==> src/rtl/kdfq_pkg.sv <==
`default_nettype none
// ----------------------------------------------------------------------------
// Keyed dual FNV-1a quote package
// Shared constants, queue word and key bundle types, and the mixing helpers.
// ----------------------------------------------------------------------------
package kdfq_pkg;

    localparam int unsigned CFG_INDEX_W = 2;
    localparam int unsigned CFG_DATA_W  = 32;

    localparam logic [31:0] FNV_BASIS = 32'h811C_9DC5;
    localparam logic [31:0] FNV_PRIME = 32'h0100_0193;
    localparam logic [31:0] MIX_MUL_A = 32'h85EB_CA6B;
    localparam logic [31:0] MIX_MUL_B = 32'hC2B2_AE35;
    localparam logic [31:0] GOLDEN    = 32'h9E37_79B9;

    typedef enum logic [CFG_INDEX_W-1:0] {
        REG_ID_ZERO = 2'd0,
        REG_ID_ONE  = 2'd1,
        REG_ID_TWO  = 2'd2,
        REG_NONCE   = 2'd3
    } cfg_reg_t;

    // One classified word as it travels from the front to the back.
    typedef struct packed {
        logic       empty;
        logic       start;
        logic       last;
        logic [7:0] data;
    } entry_t;

    typedef struct packed {
        logic [31:0] lo;
        logic [31:0] hi;
        logic        ready;
    } keys_t;

    function automatic logic [31:0] fold16(input logic [31:0] v);
        return v ^ (v >> 16);
    endfunction

    function automatic logic [31:0] fold13(input logic [31:0] v);
        return v ^ (v >> 13);
    endfunction

    function automatic logic [31:0] fnv_step(input logic [31:0] lane,
                                             input logic [7:0]  b);
        logic [31:0] x;
        x = lane ^ {24'd0, b};
        return 32'(x * FNV_PRIME);
    endfunction

endpackage : kdfq_pkg
`default_nettype wire

==> src/rtl/kdfq_queue.sv <==
`default_nettype none
// ----------------------------------------------------------------------------
// Word queue
// Short FIFO between the front end and the hashing back end.
// ----------------------------------------------------------------------------
module kdfq_queue
    import kdfq_pkg::*;
#(
    parameter int unsigned DEPTH = 4
)
(
    input  wire logic   clk,
    input  wire logic   rst_n,
    input  wire logic   push,
    input  entry_t      push_entry,
    output logic        full,
    input  wire logic   pop,
    output logic        not_empty,
    output entry_t      pop_entry
);

    localparam int unsigned PTR_W = (DEPTH > 1) ? $clog2(DEPTH) : 1;
    localparam int unsigned CNT_W = $clog2(DEPTH + 1);
    localparam logic [PTR_W-1:0] LAST_PTR  = PTR_W'(DEPTH - 1);
    localparam logic [CNT_W-1:0] FULL_CNT  = CNT_W'(DEPTH);

    entry_t            slots [DEPTH];
    logic [PTR_W-1:0]  wr_ptr_reg, wr_ptr_next;
    logic [PTR_W-1:0]  rd_ptr_reg, rd_ptr_next;
    logic [CNT_W-1:0]  count_reg, count_next;

    assign full      = (count_reg == FULL_CNT);
    assign not_empty = (count_reg != '0);
    assign pop_entry = slots[rd_ptr_reg];

    always_comb
    begin
        wr_ptr_next = wr_ptr_reg;
        rd_ptr_next = rd_ptr_reg;
        count_next  = count_reg;
        if (push)
            wr_ptr_next = (wr_ptr_reg == LAST_PTR) ? '0 : wr_ptr_reg + PTR_W'(1);
        if (pop)
            rd_ptr_next = (rd_ptr_reg == LAST_PTR) ? '0 : rd_ptr_reg + PTR_W'(1);
        if (push && !pop)
            count_next = count_reg + CNT_W'(1);
        else if (pop && !push)
            count_next = count_reg - CNT_W'(1);
    end

    always_ff @(posedge clk)
    begin
        if (push)
            slots[wr_ptr_reg] <= push_entry;
    end

    always_ff @(posedge clk or negedge rst_n)
    begin
        if (!rst_n)
        begin
            wr_ptr_reg <= '0;
            rd_ptr_reg <= '0;
            count_reg  <= '0;
        end
        else
        begin
            wr_ptr_reg <= wr_ptr_next;
            rd_ptr_reg <= rd_ptr_next;
            count_reg  <= count_next;
        end
    end

    a_count_bound: assert property (@(posedge clk) disable iff (!rst_n)
        count_reg <= FULL_CNT)
        else $error("queue count beyond depth");

    a_no_overflow: assert property (@(posedge clk) disable iff (!rst_n)
        push |-> (!full || pop))
        else $error("push into a full queue");

    a_no_underflow: assert property (@(posedge clk) disable iff (!rst_n)
        pop |-> not_empty)
        else $error("pop from an empty queue");

endmodule : kdfq_queue
`default_nettype wire

==> config.mk <==
export PLATFORM = sky130hd
export DESIGN_NAME = kdfq_queue
export DESIGN_NICKNAME = d
export VERILOG_FILES = /design/src/rtl/kdfq_pkg.sv /design/src/rtl/kdfq_queue.sv
export SDC_FILE = /design/constraint.sdc
export NUM_CORES = 1
export LEC_CHECK = 0
export BUFFER_PORTS_ARGS = -buffer_cell sky130_fd_sc_hd__buf_2
export CORE_MARGIN = 2
export CORE_UTILIZATION = 28
export DETAILED_ROUTE_END_ITERATION = 16
export GPL_TIMING_DRIVEN = 0
export PLACE_DENSITY = 0.51
export SETUP_SLACK_MARGIN = 0.05
export SYNTH_ARGS = -nofsm -noshare
export SYNTH_HDL_FRONTEND = slang
export SYNTH_SLANG_ARGS = --single-unit
==> constraint.sdc <==
create_clock -name clk -period 2.3 [get_ports clk]
set_clock_uncertainty 0.15 [all_clocks]
set_input_delay 0.46 -clock clk [delete_from_list [all_inputs] [get_ports clk]]
set_output_delay 0.46 -clock clk [all_outputs]
set_load 0.01 [all_outputs]
==> flow_summary.toml <==
[status]
outcome = "complete, no violations"

[finish]
area_growth_pct = 18.4
fill_cells = 658
insertedDiodeCount = 0
final_util_pct = 34.6
seqCellArea_um2 = 1500
nNetsFinal = 152
drive_gt1_share_pct = 38.2
multiInputGateArea_um2 = 482
largest_reg_flops = 44

[setup_path]
cp-start-kind = "flop"
cp_slowest_stage_delay_ns = 0.53
critPathTopFamily = "multiplexers"
reg2reg_from = "wr_ptr_reg[0]"
slowest_stage = "mux4_1"
r2r_setup_slack_ns = 0.56
path_class = "flop to primary output"
end_kind = "primary output"
cp_max_fo = 4
critPathLaunch = "rd_ptr_reg[0]"
crit_arrival_ns = 1.56
crit_buf_inv = 2
crit_required_ns = 1.69
path_cells = "buf_4, mux4_1, buf_2"

[grt]
grt_pass1_wl_um = 5160
grt_overflow = 0
antenna_found_initial = 0
grt_max_degree = 17
gr-usage-all-layers_pct = 9.08
grt_pass1_vias = 1044

[timing]
setup_tns_ns = 0
hold_viol_final = 0
min_period_ns = 2.17
slew_headroom_pct = 56.4
worst_slew_pin_slew_ns = 0.654
finalCritPeriodShare_pct = 94.2
rsz0062_at_grt = "no"
fmax_mhz = 461
setup_viol = 0
setup_ws_ns = 0.133
slew_viol_final = 0

[clock_network]
clk_latency_ns = 0.30
tritoncts = "done"
cts-root-buf = "clkbuf_8"
cts_sinks = 51
clk_pin_slew_ns = 0.09
clk_path_buf_depth = 2
cts_buffers = 5
h-tree-depth = 2

[synth]
ys.warnings.count = 0
ys_seq_elements = 51
syn_nets = 116
syn_area_um2 = 2010
avgSynthCellArea_um2 = 21.4
synth_cell_types = 18
ys_seq_area_share_pct = 74.5
syn-instance-count = 94

[place]
port_buffers = 27
routabilityCongestion = 0.606
place_ws_ns = 0.306
dpl.hpwl_um = 2270

[die]
die_w_um = 88.7
die_area_um2 = 7870
boundaryPins = 28
start_util_pct = 29.3
core_area_um2 = 6870
rows = 30
die_h_um = 88.7

[power]
ir_worst_vdd_mv = 0.464
power.density_nw_per_um2 = 1120
clkPwrFrac_pct = 18.5
p_leak_nw = 0.865
power_switching_w = 0.000795
power.share.sequential_pct = 49.0
intPower_w = 0.00187
combPwrFrac_pct = 32.4
p_sw_share_pct = 29.9

[drt]
vias_per_cell = 4.27
routed_wl_um = 3340
vias = 969
first_pass_iters = 4
dr.first_iter.drc_count = 41
drc = 0
wl_per_cell_um = 14.7
ant_nets = 0

[min_path]
hp-class = "input port to flop"
holdCritStartpoint = "push_entry[1]"

[run]
cap_violations = 0
metrics by stage:
stage	cells	hold WS (ns)	instance area, µm²	power, W
final	227	0.221	2380	0.00266
after global routing	227	0.213	2380	0.00285
after global placement	217	0.151	2260	0.00214
after CTS	226	0.218	2370	0.00269
after detailed placement	217	0.157	2260	0.00218
after floorplan	94	0.0144	2010	0.00187
Yosys cell counts:
cell	n	area, µm²
and2_1	4	25.0
buf_2	1	5.00
buf_6	1	11.3
dfrtp_1	7	175
edfxtp_1	44	1320
fa_1	1	20.0
ha_1	6	75.1
inv_1	4	15.0
mux2_2	3	33.8
mux4_1	3	78.8
mux4_2	8	180
nand2_1	2	7.51
nor2_1	3	11.3
nor3b_1	1	7.51
o21ai_0	2	10.0
or3_1	1	6.26
xnor2_1	1	8.76
xor2_1	2	17.5
cells by family after synthesis:
family / after synthesis / share of synthesized area, %
and+or+nand+nor: 11 / 2.86
adders and majority gates: 7 / 4.73
DFF: 51 / 74.5
AOI/OAI and AO/OA: 2 / 0.498
xor gates and xnor gates: 3 / 1.31
muxes: 14 / 14.6
buffers and inverters: 6 / 1.56
cell type report:
| type | instances | area share, % |
|---|---|---|
| Inverter | 4 | 0.631 |
| Clock buffer | 5 | 2.89 |
| Multi-Input combinational cell | 37 | 20.2 |
| Sequential cell | 51 | 62.9 |
| Timing Repair Buffer | 29 | 6.41 |
| Buffer | 2 | 1.05 |
| Tap cell | 96 | 5.05 |
| Clock inverter | 3 | 0.789 |
path summary, 6_finish.rpt:
check | end | cells after the start
worst max-delay path | pop_entry[2] | 3
worst min-delay path | slots[3][1] | 1
worst max register to register | slots[0][9] | 3
worst min register to register | count_reg[2] | 1
max in group asynchronous | rd_ptr_reg[0] | 2
min in group asynchronous | rd_ptr_reg[0] | 2
repair_timing:
item                                   CTS  global route
endpoints found under the hold margin    7             0
hold buffers                             1             0
setup endpoints to repair                8             8
buffers inserted                         0             1
gates resized for setup                  2             1
per-layer routing:
metal	part of all wire, %	track usage [%]	wire length, µm	up-vias
li1	-	-	-	441
met3	5.4	3.17	179	7
met2	48	14.5	1600	26
met4	1.4	3.31	46	0
met5	0	0	0	-
met1	45	11.5	1520	495
power groups by stage:
stage	clock [W]	combinational, W	sequential (W)
after floorplan	0	0.000573	0.00130
after global placement	0	0.000821	0.00132
after detailed placement	0	0.000852	0.00133
after CTS	0.000513	0.000863	0.00131
after global routing	0.000549	0.000970	0.00133
final	0.000493	0.000863	0.00131
cell usage in the layout, fill, tap and decap left out, types with 3 or more instances in the layout:
| cell type | instances |
|---|---|
| and2_1 | 4 |
| mux4_2 | 8 |
| inv_1 | 4 |
| ha_1 | 6 |
| mux2_2 | 3 |
| clkbuf_8 | 5 |
| buf_2 | 28 |
| edfxtp_1 | 44 |
| dfrtp_1 | 6 |
| nor2_1 | 3 |
| mux4_1 | 3 |
Note: power is estimated with default switching activity, not from simulation.
