<file path="config.mk">
export PLATFORM = sky130hd
export DESIGN_NAME = kdfq_back
export DESIGN_NICKNAME = d
export VERILOG_FILES = /design/src/rtl/kdfq_pkg.sv /design/src/rtl/kdfq_back.sv
export SDC_FILE = /design/constraint.sdc
export NUM_CORES = 2
export LEC_CHECK = 0
export BUFFER_PORTS_ARGS = -buffer_cell sky130_fd_sc_hd__buf_2
export CORE_ASPECT_RATIO = 2
export CORE_MARGIN = 5
export CORE_UTILIZATION = 47
export CTS_BUF_LIST = sky130_fd_sc_hd__clkbuf_4 sky130_fd_sc_hd__clkbuf_8 sky130_fd_sc_hd__clkbuf_16
export CTS_CLUSTER_DIAMETER = 100
export DETAILED_ROUTE_END_ITERATION = 7
export PLACE_DENSITY = 0.64
export SYNTH_ARGS = -nofsm -noshare
export SYNTH_HDL_FRONTEND = slang
export SYNTH_SLANG_ARGS = --single-unit
</file>
<file path="constraint.sdc">
create_clock -name clk -period 7 [get_ports clk]
set_input_delay 0.35 -clock clk [delete_from_list [all_inputs] [get_ports clk]]
set_output_delay 0.35 -clock clk [all_outputs]
set_load 0.05 [all_outputs]
</file>
<file path="src/rtl/kdfq_pkg.sv">
`default_nettype none
// ----------------------------------------------------------------------------
// Keyed dual FNV-1a quote package
// Shared constants, queue word and key bundle types, and the mixing helpers.
// ----------------------------------------------------------------------------
package kdfq_pkg;

    localparam int unsigned CFG_INDEX_W = 2;
    localparam int unsigned CFG_DATA_W  = 32;

    localparam logic [31:0] FNV_BASIS = 32'h811C_9DC5;
    localparam logic [31:0] FNV_PRIME = 32'h0100_0193;
    localparam logic [31:0] MIX_MUL_A = 32'h85EB_CA6B;
    localparam logic [31:0] MIX_MUL_B = 32'hC2B2_AE35;
    localparam logic [31:0] GOLDEN    = 32'h9E37_79B9;

    typedef enum logic [CFG_INDEX_W-1:0] {
        REG_ID_ZERO = 2'd0,
        REG_ID_ONE  = 2'd1,
        REG_ID_TWO  = 2'd2,
        REG_NONCE   = 2'd3
    } cfg_reg_t;

    // One classified word as it travels from the front to the back.
    typedef struct packed {
        logic       empty;
        logic       start;
        logic       last;
        logic [7:0] data;
    } entry_t;

    typedef struct packed {
        logic [31:0] lo;
        logic [31:0] hi;
        logic        ready;
    } keys_t;

    function automatic logic [31:0] fold16(input logic [31:0] v);
        return v ^ (v >> 16);
    endfunction

    function automatic logic [31:0] fold13(input logic [31:0] v);
        return v ^ (v >> 13);
    endfunction

    function automatic logic [31:0] fnv_step(input logic [31:0] lane,
                                             input logic [7:0]  b);
        logic [31:0] x;
        x = lane ^ {24'd0, b};
        return 32'(x * FNV_PRIME);
    endfunction

endpackage : kdfq_pkg
`default_nettype wire

</file>
<file path="src/rtl/kdfq_back.sv">
`default_nettype none
// ----------------------------------------------------------------------------
// Hashing back end
// Runs both FNV-1a lanes on queued words, finalizes them with fmix32 over
// two multiply states and holds the quote in an output register.
// ----------------------------------------------------------------------------
module kdfq_back
    import kdfq_pkg::*;
(
    input  wire logic   clk,
    input  wire logic   rst_n,
    input  wire logic   q_valid,
    input  entry_t      q_entry,
    output logic        pop,
    input  keys_t       keys,
    output logic        out_valid,
    input  wire logic   out_ready,
    output logic [63:0] quote
);

    typedef enum logic [3:0] {
        ST_RUN  = 4'b0001,
        ST_MIX1 = 4'b0010,
        ST_MIX2 = 4'b0100,
        ST_DONE = 4'b1000
    } state_t;

    state_t      state_reg, state_next;
    logic [31:0] low_reg, low_next;
    logic [31:0] high_reg, high_next;
    logic [31:0] mix_lo_reg, mix_lo_next;
    logic [31:0] mix_hi_reg, mix_hi_next;
    logic        out_valid_reg, out_valid_next;
    logic [63:0] quote_reg, quote_next;
    logic        out_free;
    logic [31:0] base_lo, base_hi, lane_lo, lane_hi;

    assign out_free = !out_valid_reg || out_ready;

    // A first byte starts from the keys instead of the running lanes.
    assign base_lo = q_entry.start ? keys.lo : low_reg;
    assign base_hi = q_entry.start ? keys.hi : high_reg;
    assign lane_lo = fnv_step(base_lo, q_entry.data);
    assign lane_hi = fnv_step(base_hi, q_entry.data) ^ lane_lo;

    always_comb
    begin
        state_next     = state_reg;
        low_next       = low_reg;
        high_next      = high_reg;
        mix_lo_next    = mix_lo_reg;
        mix_hi_next    = mix_hi_reg;
        quote_next     = quote_reg;
        out_valid_next = out_valid_reg && !out_ready;
        pop            = 1'b0;
        case (state_reg)
            ST_RUN:
            begin
                if (q_valid)
                begin
                    if (q_entry.empty)
                    begin
                        if (out_free)
                        begin
                            pop            = 1'b1;
                            out_valid_next = 1'b1;
                            quote_next     = '0;
                        end
                    end
                    else if (!q_entry.start || keys.ready)
                    begin
                        pop       = 1'b1;
                        low_next  = lane_lo;
                        high_next = lane_hi;
                        if (q_entry.last)
                            state_next = ST_MIX1;
                    end
                end
            end
            ST_MIX1:
            begin
                mix_lo_next = 32'(fold16(low_reg) * MIX_MUL_A);
                mix_hi_next = 32'(fold16(high_reg) * MIX_MUL_A);
                state_next  = ST_MIX2;
            end
            ST_MIX2:
            begin
                mix_lo_next = 32'(fold13(mix_lo_reg) * MIX_MUL_B);
                mix_hi_next = 32'(fold13(mix_hi_reg) * MIX_MUL_B);
                state_next  = ST_DONE;
            end
            ST_DONE:
            begin
                if (out_free)
                begin
                    out_valid_next = 1'b1;
                    quote_next     = {fold16(mix_hi_reg), fold16(mix_lo_reg)};
                    state_next     = ST_RUN;
                end
            end
            default:
            begin
                state_next = ST_RUN;
            end
        endcase
    end

    always_ff @(posedge clk or negedge rst_n)
    begin
        if (!rst_n)
        begin
            state_reg     <= ST_RUN;
            out_valid_reg <= 1'b0;
        end
        else
        begin
            state_reg     <= state_next;
            out_valid_reg <= out_valid_next;
        end
    end

    always_ff @(posedge clk)
    begin
        low_reg    <= low_next;
        high_reg   <= high_next;
        mix_lo_reg <= mix_lo_next;
        mix_hi_reg <= mix_hi_next;
        quote_reg  <= quote_next;
    end

    assign out_valid = out_valid_reg;
    assign quote     = quote_reg;

    a_mix_order: assert property (@(posedge clk) disable iff (!rst_n)
        (state_reg == ST_MIX2) |-> $past(state_reg == ST_MIX1))
        else $error("second mix stage entered out of order");

    a_pop_only_running: assert property (@(posedge clk) disable iff (!rst_n)
        (state_reg != ST_RUN) |-> !pop)
        else $error("queue popped while finalizing");

    a_new_result_source: assert property (@(posedge clk) disable iff (!rst_n)
        $rose(out_valid_reg) |->
            $past(state_reg == ST_DONE || (pop && q_entry.empty)))
        else $error("result appeared without a final or empty word");

    a_first_needs_keys: assert property (@(posedge clk) disable iff (!rst_n)
        (pop && q_entry.start && !q_entry.empty) |-> keys.ready)
        else $error("message started on stale keys");

endmodule : kdfq_back
`default_nettype wire

</file>
==> results.json <==
{
  "outcome": "completed",
  "die_height_um": 492,
  "crit_path_start_kind": "flop",
  "ys.flop_type": "edfxtp_1",
  "antenna_found_initial": 3,
  "cts_tree": "yes",
  "avgSynthCellArea_um2": 10.4,
  "cp-end-kind": "flop",
  "ys_async_sr_fraction_pct": 2.54,
  "final_common_cell": "inv_1",
  "clock_path_buffers": 2,
  "finalClockSkew_ns": 0.0238,
  "ys.warnings.count": 0,
  "use_met1_pct": 34.7,
  "crit_buf_inv": 6,
  "rsz0062_at_grt": "true",
  "firstDrtPassIters": 5,
  "final_core_util_pct": 55.0,
  "drive_gt1_share_pct": 18.0,
  "hold_path_class": "input pin to asynchronous set/reset pin",
  "fmax_ghz": 0.143,
  "grt_max_degree": 74,
  "cpPeakStageDelay_ns": 0.54,
  "cts_htree_levels": 4,
  "ys_seq_elements": 197,
  "critPathArrivalTime_ns": 7.22,
  "layout_common_cells": "inv_1, ha_1, fa_1",
  "drc": 0,
  "initial_core_util_pct": 47.1,
  "globalRouteOverflowTotal": 0,
  "syn_nets": 7382,
  "worst_hold_slack_ns": 0.205,
  "grt.busiest_layer": "met2",
  "design.core.area_um2": 116000,
  "crit_required_ns": 7.25,
  "die_width_um": 251,
  "clock_sinks": 197,
  "critPathKind": "flop to flop",
  "cpMaxStageDelayCell": "fa_1",
  "fin_crit_ns": 6.97,
  "track_usage_pct": 26.8,
  "crit_path_frequent_cell": "fa_1",
  "yosysSeqAreaShare_pct": 10.8,
  "wl_per_cell_um": 21.9,
  "drtIter0Drc": 2021,
  "relSlewSlack_pct": 23.3,
  "drv_cap": 0,
  "clock-root-buffer": "clkbuf_16",
  "top_level_ports": 146,
  "grt_pass1_wl_um": 252000,
  "wl_um": 164000,
  "clkLatencyLatePin_ns": 0.54,
  "dr_total_vias": 38615,
  "cts.clk_slew.worst_paths_ns": 0.09,
  "syn2layout_area_growth_pct": 16.6,
  "largest_reg_flops": 64,
  "setup_violations": 0,
  "grt_use_met3_pct": 3.14,
  "cts-buffers-inserted": 17,
  "num_rows": 177,
  "hold_viol": 0,
  "fp.dieArea_um2": 123000,
  "viasPerCell": 5.15,
  "place_hpwl_um": 147000,
  "cp_top_family": "adder cells",
  "layout.nets": 8082,
  "crit_fanout": 3,
  "portBuffers": 145,
  "min_period_over_period_pct": 99.6,
  "drv_slew": 0,
  "gp_congestion": 1.02,
  "netlist_area_um2": 54600,
  "synth_cells": 5259,
  "worstMarginPinSlew_ns": 1.15,
  "ys_types": 83,
  "grtUsageMet2_pct": 47.1,
  "postRouteAntennaNets": 0,
  "synth_edf_count": 192,
  "grt_pass1_vias": 42625
}
==> layer usage <==
layer / part of all wire (%) / vias to the layer above / routed length [um]
met5: 0.0079 / - / 13
met4: 3.6 / 2 / 5980
met3: 4.8 / 216 / 7820
met2: 51 / 988 / 82900
met1: 41 / 19590 / 67400
li1: - / 17819 / -
==> cell type report <==
type | count | area (um2)
Antenna cell | 2 | 5.00
Clock buffer | 17 | 425
Tap cell | 1521 | 1900
Fill cell | 10156 | 52200
Inverter | 1514 | 5690
Clock inverter | 15 | 188
Sequential cell | 197 | 5890
Timing Repair Buffer | 718 | 5200
Multi-Input combinational cell | 3511 | 44300
==> logic make-up after synthesis <==
kind of cell | count (synthesis) | synth area share, %
AO/OA/AOI/OAI | 462 | 5.65
XOR/XNOR | 496 | 8.03
adder cells (fa/ha/maj) | 2043 | 59.6
buffers and inverters | 1551 | 10.7
flip-flops | 197 | 10.8
multiplexers | 64 | 1.27
AND/OR/NAND/NOR | 446 | 4.02
==> through the flow <==
stage | setup WS (ns) | std cells | cell area, um2 | TNS (ns)
final | 0.0279 | 7495 | 63600 | 0
after global routing | -0.222 | 7493 | 63600 | -0.747
after CTS | -0.0508 | 7433 | 61900 | -0.120
after detailed placement | -0.319 | 7392 | 61000 | -1.72
after global placement | -0.232 | 7392 | 61000 | -1.19
after floorplan | 0.00538 | 5259 | 54600 | 0
==> cells in the mapped netlist (3+ instances only) <==
cell type  instances  area share (%)
o211ai_1           7           0.096
a21o_1            70            0.96
and2_1            47            0.54
a21boi_0           6           0.083
and4_1             5           0.080
o22ai_1            8           0.092
nand4_1           13            0.15
nand3b_1           5           0.069
nand3_1           31            0.28
a21oi_2            8            0.13
a31oi_1           13            0.15
nand2b_1          17            0.19
a211oi_1          12            0.17
o21ai_1            9           0.083
xnor2_1          335             5.4
a21oi_1          149             1.4
o21ai_0           78            0.72
and3_1            11            0.13
o21bai_1          17            0.23
inv_1           1513              10
mux2_2            44            0.91
nor2_1           136            0.94
fa_1             926              34
nor2b_1           22            0.25
or2_2              9            0.10
a311oi_2           4            0.11
nor4b_1            4           0.064
dfrtp_1            4            0.18
xor2_1           158             2.5
o31ai_1            4           0.055
edfxtp_1         192              11
ha_1            1117              26
buf_1              5           0.034
nand2_1           97            0.67
a2111oi_0          3           0.048
or3_1              7           0.080
mux2i_1           20            0.37
clkbuf_1          31            0.21
o21a_1            29            0.40
nor3_1            26            0.24
a211o_1            7            0.11
nor4_1             9            0.10
==> timing repair <==
item,4_1_cts,5_1_grt
endpoints found under the hold margin,5,0
pin swaps,23,157
setup buffers,8,60
resized for setup,44,245
hold buffers,1,0
setup endpoints to repair,15,26
==> path summary, 6_finish.rpt <==
| path | slack [ns] | cells after the start | end | startpoint |
|---|---|---|---|---|
| min in group clk | 0.22 | 3 | state_reg[1]$_DFFE_PN0P_ | q_entry[8] |
| worst max register to register | 0.03 | 27 | mix_lo_reg[29]$_DFFE_PP_ | mix_lo_reg[7]$_DFFE_PP_ |
| worst min register to register | 0.60 | 1 | state_reg[2]$_DFFE_PN0P_ | state_reg[3]$_DFFE_PN0P_ |
| worst min-delay path | 0.20 | 2 | out_valid$_DFF_PN0_ | rst_n |
| worst max-delay path | 0.03 | 27 | mix_lo_reg[29]$_DFFE_PP_ | mix_lo_reg[7]$_DFFE_PP_ |
| max in group asynchronous | 6.54 | 2 | state_reg[0]$_DFFE_PN1P_ | rst_n |
Power is left out: the tool's default activity adds up to more than one toggle a clock period on the data nets, which glitch-free logic cannot reach.
